$ cat config.mk
export PLATFORM = sky130hd
export DESIGN_NAME = two_wire_debug_host_master_core
export DESIGN_NICKNAME = d
export VERILOG_FILES = /design/src/hdl/twdh_pkg.sv /design/src/hdl/two_wire_debug_host_master_core.sv /design/src/hdl/twdh_front.sv /design/src/hdl/twdh_queue.sv /design/src/hdl/twdh_back.sv
export VERILOG_INCLUDE_DIRS = /design/src /design/src/hdl
export SDC_FILE = /design/constraint.sdc
export NUM_CORES = 1
export LEC_CHECK = 0
export ABC_AREA = 1
export BUFFER_PORTS_ARGS = -buffer_cell sky130_fd_sc_hd__buf_4
export CORE_UTILIZATION = 62
export DETAILED_ROUTE_END_ITERATION = 10
export PLACE_DENSITY_LB_ADDON = 0.25
export SYNTH_ARGS = -nofsm -noshare
export SYNTH_HDL_FRONTEND = slang
export SYNTH_HIERARCHICAL = 1
export SYNTH_SLANG_ARGS = --single-unit
$ cat constraint.sdc
create_clock -name clk -period 5.4 [get_ports clk]
set_clock_uncertainty 0.15 [all_clocks]
set_input_delay 0.54 -clock clk [delete_from_list [all_inputs] [get_ports clk]]
set_output_delay 0.54 -clock clk [all_outputs]
set_load 0.02 [all_outputs]
$ cat src/hdl/two_wire_debug_host_master_core_assert.svh
// Assertion macros shared by the debug host modules.
// Each macro needs clk and rst in scope at the place of use.
`ifndef TWO_WIRE_DEBUG_HOST_MASTER_CORE_ASSERT_SVH
`define TWO_WIRE_DEBUG_HOST_MASTER_CORE_ASSERT_SVH

// The condition holds at every clock edge out of reset.
`define TWDH_ASSERT_ALWAYS(label, cond, msg) \
  label: assert property (@(posedge clk) disable iff (rst) (cond)) else $error(msg);

// When the trigger holds, the consequence holds at the next clock edge.
`define TWDH_ASSERT_NEXT(label, trig, cons, msg) \
  label: assert property (@(posedge clk) disable iff (rst) (trig) |=> (cons)) else $error(msg);

`endif

$ cat src/hdl/twdh_pkg.sv
package twdh_pkg;

  localparam int ADDR_BITS = 7;
  localparam int DATA_BITS = 32;
  localparam int RESET_CLOCKS_DEF = 100;

  // Bit positions within a write or read frame.
  localparam int DATA_FIRST = ADDR_BITS + 7;
  localparam int DATA_PAR = DATA_FIRST + DATA_BITS;
  localparam int TRAILER_LOW = DATA_PAR + 2;
  localparam int TOTAL_BITS = DATA_PAR + 6;

  localparam int TPU_W = 16;
  localparam int HBU_W = 4;
  localparam int TICK_W = TPU_W + HBU_W;
  localparam int ADDR_IDX_W = $clog2(ADDR_BITS);

  localparam int CFG_IDX_W = 2;
  localparam int CFG_DATA_W = TPU_W;
  localparam logic [CFG_IDX_W-1:0] CFG_TICKS_PER_UNIT = 2'd0;
  localparam logic [CFG_IDX_W-1:0] CFG_HALF_BIT_UNITS = 2'd1;

  localparam logic [TPU_W-1:0] TPU_RESET = 16'd1;
  localparam logic [HBU_W-1:0] HBU_RESET = 4'd2;

  localparam int QDEPTH = 2;

  typedef enum logic [1:0] {
    KIND_WRITE = 2'd0,
    KIND_READ  = 2'd1,
    KIND_RESET = 2'd2,
    KIND_NONE  = 2'd3
  } kind_t;

  typedef enum logic [3:0] {
    PH_IDLE     = 4'd0,
    PH_START_A  = 4'd1,
    PH_START_B  = 4'd2,
    PH_START_C  = 4'd3,
    PH_BIT_LOW  = 4'd4,
    PH_BIT_HIGH = 4'd5,
    PH_RST_PRE  = 4'd6,
    PH_RST_LOW  = 4'd7,
    PH_RST_HIGH = 4'd8,
    PH_STOP_A   = 4'd9,
    PH_STOP_B   = 4'd10,
    PH_STOP_C   = 4'd11
  } phase_t;

  // One classified tick as it travels from the front to the sequencer.
  typedef struct packed {
    logic                 start;
    kind_t                kind;
    logic [ADDR_BITS-1:0] addr;
    logic [DATA_BITS-1:0] wdata;
    logic                 sample;
  } item_t;

endpackage

$ cat src/hdl/two_wire_debug_host_master_core.sv
// Host side of a two-wire debug link, stepped one clock tick of the pin
// sequencer per input beat. Every input beat gives exactly one result beat with
// the clock line level, the data line drive (low or released), busy, a done
// pulse, the word of the last completed read and the status of the last
// completed transaction (read parity, zero after a write or reset). A request
// with start_req set is honoured only while the link is idle: command 0 writes,
// 1 reads, 2 sends a line reset of RESET_CLOCKS clocks; command 3 is dropped.
// The block sustains one beat per cycle while the result port is not stalled.
// An accepted beat passes through the front classifier into a two-entry queue,
// and the back sequencer then steps its state and loads the result register.
// The queue and the result register let each side stall on its own without
// losing beats. Timing is set through the configuration port: register 0 holds
// ticks per timing unit, register 1 holds units per clock half-period of a data
// bit; a zero in either acts as one. Configuration is expected only while the
// link is idle and no beats are in flight; cfg_ready is always high.
module two_wire_debug_host_master_core import twdh_pkg::*; #(
  parameter int RESET_CLOCKS = RESET_CLOCKS_DEF
) (
  input  logic                  clk,
  input  logic                  rst,
  // Configuration writes.
  input  logic                  cfg_valid,
  output logic                  cfg_ready,
  input  logic [CFG_IDX_W-1:0]  cfg_index,
  input  logic [CFG_DATA_W-1:0] cfg_data,
  // Tick beats in.
  input  logic                  req_valid,
  output logic                  req_stall,
  input  logic                  start_req,
  input  logic [1:0]            cmd,
  input  logic [ADDR_BITS-1:0]  reg_addr,
  input  logic [DATA_BITS-1:0]  write_data,
  input  logic                  line_sample,
  // Result beats out.
  output logic                  res_valid,
  input  logic                  res_stall,
  output logic                  clock_level,
  output logic                  data_drive_low,
  output logic                  busy_res,
  output logic                  done_res,
  output logic [DATA_BITS-1:0]  read_data,
  output logic                  status
);

  logic  push;
  item_t push_item;
  logic  q_full;
  logic  q_valid;
  item_t q_item;
  logic  pop;

  // Front: takes beats and flags real transaction requests.
  twdh_front u_front (
    .req_valid   (req_valid),
    .req_stall   (req_stall),
    .start_req   (start_req),
    .cmd         (cmd),
    .reg_addr    (reg_addr),
    .write_data  (write_data),
    .line_sample (line_sample),
    .q_full      (q_full),
    .push        (push),
    .item        (push_item)
  );

  // Short queue that decouples input acceptance from the sequencer.
  twdh_queue u_queue (
    .clk       (clk),
    .rst       (rst),
    .push      (push),
    .push_item (push_item),
    .full      (q_full),
    .q_valid   (q_valid),
    .q_item    (q_item),
    .pop       (pop)
  );

  // Back: pin sequencer, timing registers and the result register.
  twdh_back #(
    .RESET_CLOCKS (RESET_CLOCKS)
  ) u_back (
    .clk            (clk),
    .rst            (rst),
    .cfg_valid      (cfg_valid),
    .cfg_ready      (cfg_ready),
    .cfg_index      (cfg_index),
    .cfg_data       (cfg_data),
    .q_valid        (q_valid),
    .q_item         (q_item),
    .pop            (pop),
    .res_valid      (res_valid),
    .res_stall      (res_stall),
    .clock_level    (clock_level),
    .data_drive_low (data_drive_low),
    .busy_res       (busy_res),
    .done_res       (done_res),
    .read_data      (read_data),
    .status         (status)
  );

endmodule

$ cat src/hdl/twdh_front.sv
module twdh_front import twdh_pkg::*; (
  input  logic                 req_valid,
  output logic                 req_stall,
  input  logic                 start_req,
  input  logic [1:0]           cmd,
  input  logic [ADDR_BITS-1:0] reg_addr,
  input  logic [DATA_BITS-1:0] write_data,
  input  logic                 line_sample,
  input  logic                 q_full,
  output logic                 push,
  output item_t                item
);

  kind_t kind;

  always_comb begin
    case (cmd)
      KIND_WRITE: kind = KIND_WRITE;
      KIND_READ:  kind = KIND_READ;
      KIND_RESET: kind = KIND_RESET;
      default:    kind = KIND_NONE;
    endcase
  end

  // The unused command is dropped here, so the sequencer only sees real requests.
  assign item.start  = start_req && (kind != KIND_NONE);
  assign item.kind   = kind;
  assign item.addr   = reg_addr;
  assign item.wdata  = write_data;
  assign item.sample = line_sample;

  assign req_stall = q_full;
  assign push = req_valid && !q_full;

endmodule

$ cat src/hdl/twdh_queue.sv
module twdh_queue import twdh_pkg::*; (
  input  logic  clk,
  input  logic  rst,
  input  logic  push,
  input  item_t push_item,
  output logic  full,
  output logic  q_valid,
  output item_t q_item,
  input  logic  pop
);

  localparam int PTR_W = $clog2(QDEPTH);
  localparam int CNT_W = $clog2(QDEPTH + 1);

  item_t mem [QDEPTH];
  logic [PTR_W-1:0] wr_ptr;
  logic [PTR_W-1:0] rd_ptr;
  logic [CNT_W-1:0] count;

  assign full = (count == CNT_W'(QDEPTH));
  assign q_valid = (count != '0);
  assign q_item = mem[rd_ptr];

  always_ff @(posedge clk) begin
    if (push) begin
      mem[wr_ptr] <= push_item;
    end
  end

  always_ff @(posedge clk) begin
    if (rst) begin
      wr_ptr <= '0;
      rd_ptr <= '0;
      count <= '0;
    end else begin
      if (push) begin
        wr_ptr <= wr_ptr + 1'b1;
      end
      if (pop) begin
        rd_ptr <= rd_ptr + 1'b1;
      end
      case ({push, pop})
        2'b10:   count <= count + 1'b1;
        2'b01:   count <= count - 1'b1;
        default: count <= count;
      endcase
    end
  end

`include "two_wire_debug_host_master_core_assert.svh"

  `TWDH_ASSERT_ALWAYS(a_count_bound, count <= CNT_W'(QDEPTH), "queue count beyond depth")
  `TWDH_ASSERT_ALWAYS(a_pop_nonempty, !pop || count != '0, "pop from an empty queue")

endmodule

$ cat src/hdl/twdh_back.sv
module twdh_back import twdh_pkg::*; #(
  parameter int RESET_CLOCKS = RESET_CLOCKS_DEF
) (
  input  logic                  clk,
  input  logic                  rst,
  input  logic                  cfg_valid,
  output logic                  cfg_ready,
  input  logic [CFG_IDX_W-1:0]  cfg_index,
  input  logic [CFG_DATA_W-1:0] cfg_data,
  input  logic                  q_valid,
  input  item_t                 q_item,
  output logic                  pop,
  output logic                  res_valid,
  input  logic                  res_stall,
  output logic                  clock_level,
  output logic                  data_drive_low,
  output logic                  busy_res,
  output logic                  done_res,
  output logic [DATA_BITS-1:0]  read_data,
  output logic                  status
);

  localparam int BIT_MAX = (TOTAL_BITS > RESET_CLOCKS) ? TOTAL_BITS : RESET_CLOCKS;
  localparam int BIT_W = $clog2(BIT_MAX + 1);

  // Timing registers and the segment lengths derived from them.
  logic [TPU_W-1:0]  ticks_per_unit, ticks_per_unit_next;
  logic [HBU_W-1:0]  half_bit_units, half_bit_units_next;
  logic [TPU_W-1:0]  tpu_eff;
  logic [HBU_W-1:0]  hbu_eff;
  logic [TPU_W-1:0]  lim_unit;
  logic [TPU_W:0]    lim_two;
  logic [TICK_W-1:0] lim_half;

  // Sequencer state.
  phase_t               phase, phase_next;
  logic [BIT_W-1:0]     bit_count, bit_count_next;
  logic [TICK_W-1:0]    tick_count, tick_count_next;
  logic [DATA_BITS-1:0] shift_word, shift_word_next;
  logic                 parity_acc, parity_acc_next;
  logic [ADDR_BITS-1:0] latched_addr, latched_addr_next;
  kind_t                latched_kind, latched_kind_next;
  logic [DATA_BITS-1:0] received_word, received_word_next;
  logic                 last_status, last_status_next;

  // Per-tick working values.
  phase_t            ph_cur;
  logic [TICK_W-1:0] tick_cur;
  logic [TICK_W-1:0] tick_inc;
  logic [TICK_W-1:0] seg_lim;
  logic              seg_end;
  logic [BIT_W-1:0]  bit_inc;
  logic [ADDR_IDX_W-1:0] addr_sel;
  logic              op_bit;
  logic              lvl;
  logic              clk_lvl, dlow, busy, done;

  assign cfg_ready = 1'b1;

  always_comb begin
    ticks_per_unit_next = ticks_per_unit;
    half_bit_units_next = half_bit_units;
    if (cfg_valid) begin
      case (cfg_index)
        CFG_TICKS_PER_UNIT: ticks_per_unit_next = cfg_data;
        CFG_HALF_BIT_UNITS: half_bit_units_next = cfg_data[HBU_W-1:0];
        default: ;
      endcase
    end
    tpu_eff = (ticks_per_unit_next == '0) ? TPU_W'(1) : ticks_per_unit_next;
    hbu_eff = (half_bit_units_next == '0) ? HBU_W'(1) : half_bit_units_next;
  end

  always_ff @(posedge clk) begin
    if (rst) begin
      ticks_per_unit <= TPU_RESET;
      half_bit_units <= HBU_RESET;
      lim_unit <= TPU_RESET;
      lim_two <= {TPU_RESET, 1'b0};
      lim_half <= TICK_W'(HBU_RESET) * TICK_W'(TPU_RESET);
    end else begin
      ticks_per_unit <= ticks_per_unit_next;
      half_bit_units <= half_bit_units_next;
      lim_unit <= tpu_eff;
      lim_two <= {tpu_eff, 1'b0};
      lim_half <= TICK_W'(hbu_eff) * TICK_W'(tpu_eff);
    end
  end

  assign pop = q_valid && (!res_valid || !res_stall);

  // Level put on the data line for the current frame bit (1 = released).
  always_comb begin
    op_bit = (latched_kind == KIND_WRITE);
    addr_sel = ADDR_IDX_W'(ADDR_BITS - 1) - bit_count[ADDR_IDX_W-1:0];
    if (bit_count < BIT_W'(ADDR_BITS)) begin
      lvl = latched_addr[addr_sel];
    end else if (bit_count == BIT_W'(ADDR_BITS)) begin
      lvl = op_bit;
    end else if (bit_count == BIT_W'(ADDR_BITS + 1)) begin
      lvl = (^latched_addr) ^ op_bit;
    end else if (bit_count < BIT_W'(DATA_FIRST)) begin
      lvl = bit_count[0];
    end else if (latched_kind == KIND_READ && bit_count <= BIT_W'(DATA_PAR)) begin
      lvl = 1'b1;
    end else if (bit_count < BIT_W'(DATA_PAR)) begin
      lvl = shift_word[DATA_BITS-1];
    end else if (bit_count == BIT_W'(DATA_PAR)) begin
      lvl = parity_acc;
    end else begin
      lvl = (bit_count != BIT_W'(TRAILER_LOW));
    end
  end

  always_comb begin
    phase_next = phase;
    bit_count_next = bit_count;
    shift_word_next = shift_word;
    parity_acc_next = parity_acc;
    latched_addr_next = latched_addr;
    latched_kind_next = latched_kind;
    received_word_next = received_word;
    last_status_next = last_status;
    ph_cur = phase;
    tick_cur = tick_count;
    clk_lvl = 1'b1;
    dlow = 1'b0;
    busy = 1'b0;
    done = 1'b0;
    bit_inc = bit_count + 1'b1;

    if (q_item.start && phase == PH_IDLE) begin
      latched_kind_next = q_item.kind;
      latched_addr_next = q_item.addr;
      shift_word_next = (q_item.kind == KIND_WRITE) ? q_item.wdata : '0;
      parity_acc_next = 1'b0;
      bit_count_next = '0;
      tick_cur = '0;
      ph_cur = (q_item.kind == KIND_RESET) ? PH_RST_PRE : PH_START_A;
    end

    case (ph_cur)
      PH_START_A, PH_STOP_B:   seg_lim = TICK_W'(lim_two);
      PH_BIT_LOW, PH_BIT_HIGH: seg_lim = lim_half;
      default:                 seg_lim = TICK_W'(lim_unit);
    endcase
    tick_inc = tick_cur + 1'b1;
    seg_end = (tick_inc >= seg_lim);
    phase_next = ph_cur;
    tick_count_next = tick_cur;

    if (ph_cur != PH_IDLE) begin
      busy = 1'b1;
      case (ph_cur)
        PH_START_B:  dlow = 1'b1;
        PH_START_C:  begin
          clk_lvl = 1'b0;
          dlow = 1'b1;
        end
        PH_BIT_LOW:  begin
          clk_lvl = 1'b0;
          dlow = ~lvl;
        end
        PH_BIT_HIGH: dlow = ~lvl;
        PH_RST_LOW:  clk_lvl = 1'b0;
        PH_STOP_A, PH_STOP_B: dlow = 1'b1;
        default: ;
      endcase

      tick_count_next = seg_end ? '0 : tick_inc;
      if (seg_end) begin
        case (ph_cur)
          PH_START_A: phase_next = PH_START_B;
          PH_START_B: phase_next = PH_START_C;
          PH_START_C: begin
            bit_count_next = '0;
            phase_next = PH_BIT_LOW;
          end
          PH_BIT_LOW: phase_next = PH_BIT_HIGH;
          PH_BIT_HIGH: begin
            if (bit_count >= BIT_W'(DATA_FIRST) && bit_count < BIT_W'(DATA_PAR)) begin
              if (latched_kind == KIND_READ) begin
                shift_word_next = {shift_word[DATA_BITS-2:0], q_item.sample};
                parity_acc_next = parity_acc ^ q_item.sample;
              end else begin
                parity_acc_next = parity_acc ^ shift_word[DATA_BITS-1];
                shift_word_next = {shift_word[DATA_BITS-2:0], 1'b0};
              end
            end else if (bit_count == BIT_W'(DATA_PAR) && latched_kind == KIND_READ) begin
              parity_acc_next = parity_acc ^ q_item.sample;
            end
            bit_count_next = bit_inc;
            phase_next = (bit_inc >= BIT_W'(TOTAL_BITS)) ? PH_STOP_A : PH_BIT_LOW;
          end
          PH_RST_PRE: begin
            bit_count_next = '0;
            phase_next = PH_RST_LOW;
          end
          PH_RST_LOW: phase_next = PH_RST_HIGH;
          PH_RST_HIGH: begin
            bit_count_next = bit_inc;
            phase_next = (bit_inc >= BIT_W'(RESET_CLOCKS)) ? PH_STOP_A : PH_RST_LOW;
          end
          PH_STOP_A: phase_next = PH_STOP_B;
          PH_STOP_B: phase_next = PH_STOP_C;
          default: begin
            done = 1'b1;
            if (latched_kind == KIND_READ) begin
              received_word_next = shift_word;
              last_status_next = parity_acc;
            end else begin
              last_status_next = 1'b0;
            end
            phase_next = PH_IDLE;
          end
        endcase
      end
    end
  end

  always_ff @(posedge clk) begin
    if (rst) begin
      phase <= PH_IDLE;
      bit_count <= '0;
      tick_count <= '0;
      shift_word <= '0;
      parity_acc <= 1'b0;
      latched_addr <= '0;
      latched_kind <= KIND_WRITE;
      received_word <= '0;
      last_status <= 1'b0;
    end else if (pop) begin
      phase <= phase_next;
      bit_count <= bit_count_next;
      tick_count <= tick_count_next;
      shift_word <= shift_word_next;
      parity_acc <= parity_acc_next;
      latched_addr <= latched_addr_next;
      latched_kind <= latched_kind_next;
      received_word <= received_word_next;
      last_status <= last_status_next;
    end
  end

  always_ff @(posedge clk) begin
    if (rst) begin
      res_valid <= 1'b0;
    end else if (pop) begin
      res_valid <= 1'b1;
    end else if (!res_stall) begin
      res_valid <= 1'b0;
    end
  end

  always_ff @(posedge clk) begin
    if (pop) begin
      clock_level <= clk_lvl;
      data_drive_low <= dlow;
      busy_res <= busy;
      done_res <= done;
      read_data <= received_word_next;
      status <= last_status_next;
    end
  end

`include "two_wire_debug_host_master_core_assert.svh"

  `TWDH_ASSERT_ALWAYS(a_done_busy, !res_valid || !done_res || busy_res, "done without busy")
  `TWDH_ASSERT_NEXT(a_stall_freeze, res_valid && res_stall, res_valid && $stable(phase), "sequencer moved while result stalled")
  `TWDH_ASSERT_ALWAYS(a_idle_tick, phase != PH_IDLE || tick_count == '0, "idle with a running tick count")

endmodule
==> metrics.log <==
INFO  metric hold_path_class = primary input to register
INFO  metric routedWlPerCell = 15.1 microns
INFO  metric route.final.wire_length = 36500 microns
INFO  metric core_area = 25400 sq um
INFO  metric cellPowerDensity = 499 nW/um^2
INFO  metric synth.cell_area = 16200 sq um
INFO  metric synth-main-ff-cell = sky130_fd_sc_hd__dfxtp_1
INFO  metric dr.first_iter.drc_count = 1089
INFO  metric cts.root.buffer_cell = sky130_fd_sc_hd__clkbuf_16
INFO  metric ys_warn_count = 6
INFO  metric cts_setup_buffers = 0
INFO  metric dr.max_layer_used = met4
INFO  metric final_cells = 2423
INFO  metric post_synth_fa_ha_maj_area_fraction = 0.0724
INFO  metric vias_per_cell = 5.45
INFO  metric final_design_area_no_fill = between 15000 and 20000 sq um
INFO  metric boundaryPins = 106
INFO  metric synth.area.top_cells = sky130_fd_sc_hd__edfxtp_1 23%, sky130_fd_sc_hd__dfxtp_1 21%, sky130_fd_sc_hd__nand2_1 12%
INFO  metric cts_max_path_buffers = 3
INFO  metric max_slew.worst_pin.slew = 1.02 ns
INFO  metric run_status = complete, no violations
INFO  metric power.switching = about 3.7 mW
INFO  metric vdd_drop_max = roughly 0.44 mV
INFO  metric via_count = about 13000
INFO  metric grt_use_total = 0.275
INFO  metric fin_util = 0.715
INFO  metric share_comb_of_total_power = 0.422
INFO  metric synthMuxAreaShare = 0.0441
INFO  metric share_clk_of_total_power = 0.220
INFO  metric met2_length = ~16000 microns
INFO  metric critPathCaptureType = register
INFO  metric power_report.internal_total = 5.37 mW
INFO  metric fp-row-count = 58
INFO  metric power.leakage = 8.23 nW
INFO  metric worst-endpoint-required = 5.74 ns
INFO  metric category_of_the_most_critical_setup_path = primary input to register
INFO  metric postSynth.asyncResetShare = 0
INFO  metric drt-met1-wl = 17400 microns
INFO  metric critPathCapture = u_back/lim_half[14]$_SDFF_PP0_
INFO  metric synth_most_common_cell = sky130_fd_sc_hd__nand2_1
INFO  metric ys_seq_area_frac = 0.435
INFO  metric critical_path_arrival = 5.26 ns
INFO  metric gp_congestion = around 0.9
INFO  metric portBuffers = about 100
INFO  metric start_util = 0.638
INFO  metric timing.reg2reg.setup_slack = between 0.5 and 0.6 ns
INFO  metric count_of_antenna_violating_nets_left_after_detailed_routing = 0
INFO  metric post_route_cells_drive_above_1_share = 0.130
INFO  metric number_of_enable_flip_flop_cells_after_synthesis = 123
INFO  metric worst_setup_path_startpoint = cfg_index[1]
INFO  metric setup_total_negative_slack = 0 ns
INFO  metric first_global_vias = 12200
INFO  metric power.total = 9.07 mW
INFO  metric synthDominantCellAreaShare = 0.228
INFO  metric fin_nets = about 2200
INFO  metric initial_antenna_violation_count = 0
INFO  metric post_synth_inst_count = 2000
INFO  metric cp-start-kind = primary input
INFO  metric count_of_different_cell_masters_after_synthesis = 57
INFO  metric rsz_0062_raised_after_global_routing = no
INFO  metric slew_limit_fails = 0
INFO  metric floorplan.die_area = roughly 27000 sq um
INFO  metric clk_pin_slew_worst_paths = 0.06 ns
INFO  metric clock_insertion_delay_worst_skew = 0.58 ns
INFO  metric place.detailed.instances = 2336
INFO  metric max-slew-margin-rel = 0.319
INFO  metric final_min_period_over_clock_period = 0.911
INFO  metric synth.net_count = 2143
INFO  metric wire_length_of_the_first_global_routing_pass = 59500 microns
INFO  metric die-width = 164 microns
INFO  metric final.min_clock_period = 4.92 ns
INFO  metric synth_compound_gate_area_share = 0.0907
INFO  metric synth-xor-area-share = 0.0135
INFO  metric drt_pre_antenna_iters = 7
INFO  metric crit_path_max_fanout = 25
INFO  metric diodes = 0
INFO  metric netlist.top_cell.by_area = sky130_fd_sc_hd__edfxtp_1
INFO  metric die-height = 164 microns
INFO  metric layout_overhead_on_the_synthesized_area = 11.9%
INFO  metric rr_endpoint = u_back/shift_word[26]$_SDFFE_PP0P_
INFO  metric synth-seq-cells = slightly below 300
INFO  metric synth_simple_gate_area_frac = 0.243
INFO  metric hpwlAfterDp = 24800 microns
INFO  metric r2r.worst_path.cells = 26
INFO  metric clock_sinks = 291
INFO  metric largest_family_of_logic_cells_by_synthesized_area = simple AND/OR/NAND/NOR gates
INFO  metric dr_drc_count = 0
INFO  metric max-cap-violations = 0
INFO  metric hold_viol_final = 0
INFO  metric route.met3.wl = 2880 microns
INFO  metric grt_max_degree = 95
INFO  metric synth_common_cells = 499 x sky130_fd_sc_hd__nand2_1, 254 x sky130_fd_sc_hd__nor2_1, 222 x sky130_fd_sc_hd__inv_1, 168 x sky130_fd_sc_hd__dfxtp_1, 123 x sky130_fd_sc_hd__edfxtp_1
INFO  metric final-setup-viol-count = 0
INFO  metric cts_tree = yes
INFO  metric postPlaceCellArea = 16900 sq um
INFO  metric pwr-share-seq = 0.359
INFO  metric swShare = 0.408
INFO  metric number_of_h_tree_levels = 1
INFO  metric cts_buffers = 30
INFO  metric grt.overflow.total = 0
INFO  metric maxClockFrequency = 203 MHz
INFO  metric post_synth.cell_area_avg = a little over 8 sq um
==> how the worst min path moves through the flow <==
stage	endpoint	cells past startpoint	slack, ns	start
after CTS	u_queue/mem[0][4]$_DFFE_PP_	1	0.0001	write_data[3]
after floorplan	u_back/latched_kind[0]$_SDFFE_PP0P_	2	0.29	u_back/latched_kind[0]$_SDFFE_PP0P_
after global routing	u_queue/mem[0][24]$_DFFE_PP_	1	0.003	write_data[23]
after detailed placement	u_back/tick_count[14]$_SDFFE_PP0P_	2	0.31	u_back/tick_count[14]$_SDFFE_PP0P_
final	u_queue/mem[1][24]$_DFFE_PP_	1	0.01	write_data[23]
after global placement	u_back/tick_count[10]$_SDFFE_PP0P_	2	0.30	u_back/tick_count[10]$_SDFFE_PP0P_
==> logic make-up (layout without fill, tap and decap cells) <==
kind of cell,count (synthesis),after routing
simple gates,940,940
buf+inv,359,452
flops,291,291
compound gates,256,256
fa+ha+maj,77,77
mux,51,51
xor+xnor,25,25
other cells,1,1
==> power by group through the flow <==
| stage | clock, mW | combinational, mW | sequential [mW] |
|---|---|---|---|
| after floorplan | 0 | 2.79 | 3.40 |
| after global placement | 0 | 3.66 | 3.26 |
| after detailed placement | 0 | 3.76 | 3.28 |
| after CTS | 2.02 | 3.80 | 3.24 |
| after global routing | 2.11 | 4.27 | 3.30 |
| final | 1.99 | 3.82 | 3.25 |
==> layout by cell type, fill, tap and decap left out, types with 7 or more instances in the layout <==
cell,count
sky130_fd_sc_hd__or2_2,7
sky130_fd_sc_hd__fa_1,28
sky130_fd_sc_hd__a21oi_1,118
sky130_fd_sc_hd__edfxtp_1,123
sky130_fd_sc_hd__nor3_1,8
sky130_fd_sc_hd__dlygate4sd3_1,32
sky130_fd_sc_hd__inv_1,221
sky130_fd_sc_hd__nand3_1,93
sky130_fd_sc_hd__a221oi_2,7
sky130_fd_sc_hd__buf_4,133
sky130_fd_sc_hd__xor2_1,17
sky130_fd_sc_hd__mux2i_1,8
sky130_fd_sc_hd__inv_2,9
sky130_fd_sc_hd__dfxtp_1,167
sky130_fd_sc_hd__xnor2_1,8
sky130_fd_sc_hd__clkbuf_1,10
sky130_fd_sc_hd__ha_1,49
sky130_fd_sc_hd__nand4_1,49
sky130_fd_sc_hd__nor2_2,7
sky130_fd_sc_hd__clkbuf_16,31
sky130_fd_sc_hd__nor2_1,251
sky130_fd_sc_hd__nand2_1,499
sky130_fd_sc_hd__mux2_4,40
sky130_fd_sc_hd__o21ai_0,86
==> critical path, cell delays in order <==
cell,delay (ns)
sky130_fd_sc_hd__buf_4,0.11
sky130_fd_sc_hd__nor2_1,0.16
sky130_fd_sc_hd__nand2_2,0.31
sky130_fd_sc_hd__nand2_1,0.15
sky130_fd_sc_hd__nand2_1,0.07
sky130_fd_sc_hd__inv_1,0.18
sky130_fd_sc_hd__nand4_1,0.12
sky130_fd_sc_hd__nor2_1,0.16
sky130_fd_sc_hd__nand3_1,0.09
sky130_fd_sc_hd__nand2_1,0.08
sky130_fd_sc_hd__inv_1,0.05
sky130_fd_sc_hd__or2_1,0.23
sky130_fd_sc_hd__fa_1,0.54
sky130_fd_sc_hd__inv_1,0.06
sky130_fd_sc_hd__fa_1,0.52
sky130_fd_sc_hd__fa_1,0.46
sky130_fd_sc_hd__nand2_1,0.09
sky130_fd_sc_hd__nand2_1,0.06
sky130_fd_sc_hd__o21ai_0,0.13
sky130_fd_sc_hd__o21ai_0,0.17
sky130_fd_sc_hd__a21boi_0,0.24
sky130_fd_sc_hd__o21ai_0,0.18
sky130_fd_sc_hd__a21boi_0,0.26
sky130_fd_sc_hd__o21ai_0,0.11
sky130_fd_sc_hd__a21oi_1,0.17
==> routing by layer <==
| layer | GRT usage | vias up |
|---|---|---|
| met1 | 0.423 | 6085 |
| met2 | 0.413 | 481 |
| li1 | - | 6586 |
| met5 | 0 | - |
| met3 | 0.0336 | 45 |
| met4 | 0.0564 | 0 |
==> state kept, by name, summed over array words and instances, names as in the netlist, 16 cells and up, named ones only <==
name,count
u_back/lim_half,20
u_back/lim_two,16
u_back/read_data,32
u_back/received_word,32
u_back/shift_word,32
u_back/tick_count,20
u_back/ticks_per_unit,16
u_queue/mem,86
==> area by class of cell <==
class	instances	area, sq um
Tap cell	330	413
Timing Repair Buffer	165	1320
Fill cell	1941	7250
Sequential cell	291	7060
Clock inverter	11	108
Multi-Input combinational cell	1350	7530
Clock buffer	44	848
Inverter	232	873
==> per-stage QoR <==
stage	setup slack [ns]	hold slack [ns]
after floorplan	0.423	0.295
after global placement	0.183	0.304
after detailed placement	0.0323	0.308
after CTS	0.576	0.000125
after global routing	0.0287	0.00305
final	0.481	0.0107
==> timing repair <==
item | 4_1_cts | 5_1_grt
setup endpoints to repair | 0 | 0
endpoints found under the hold margin | 61 | 2
hold buffers | 31 | 1
resized for setup | 0 | 0
No activity file was read; power rests on OpenSTA's default activity.
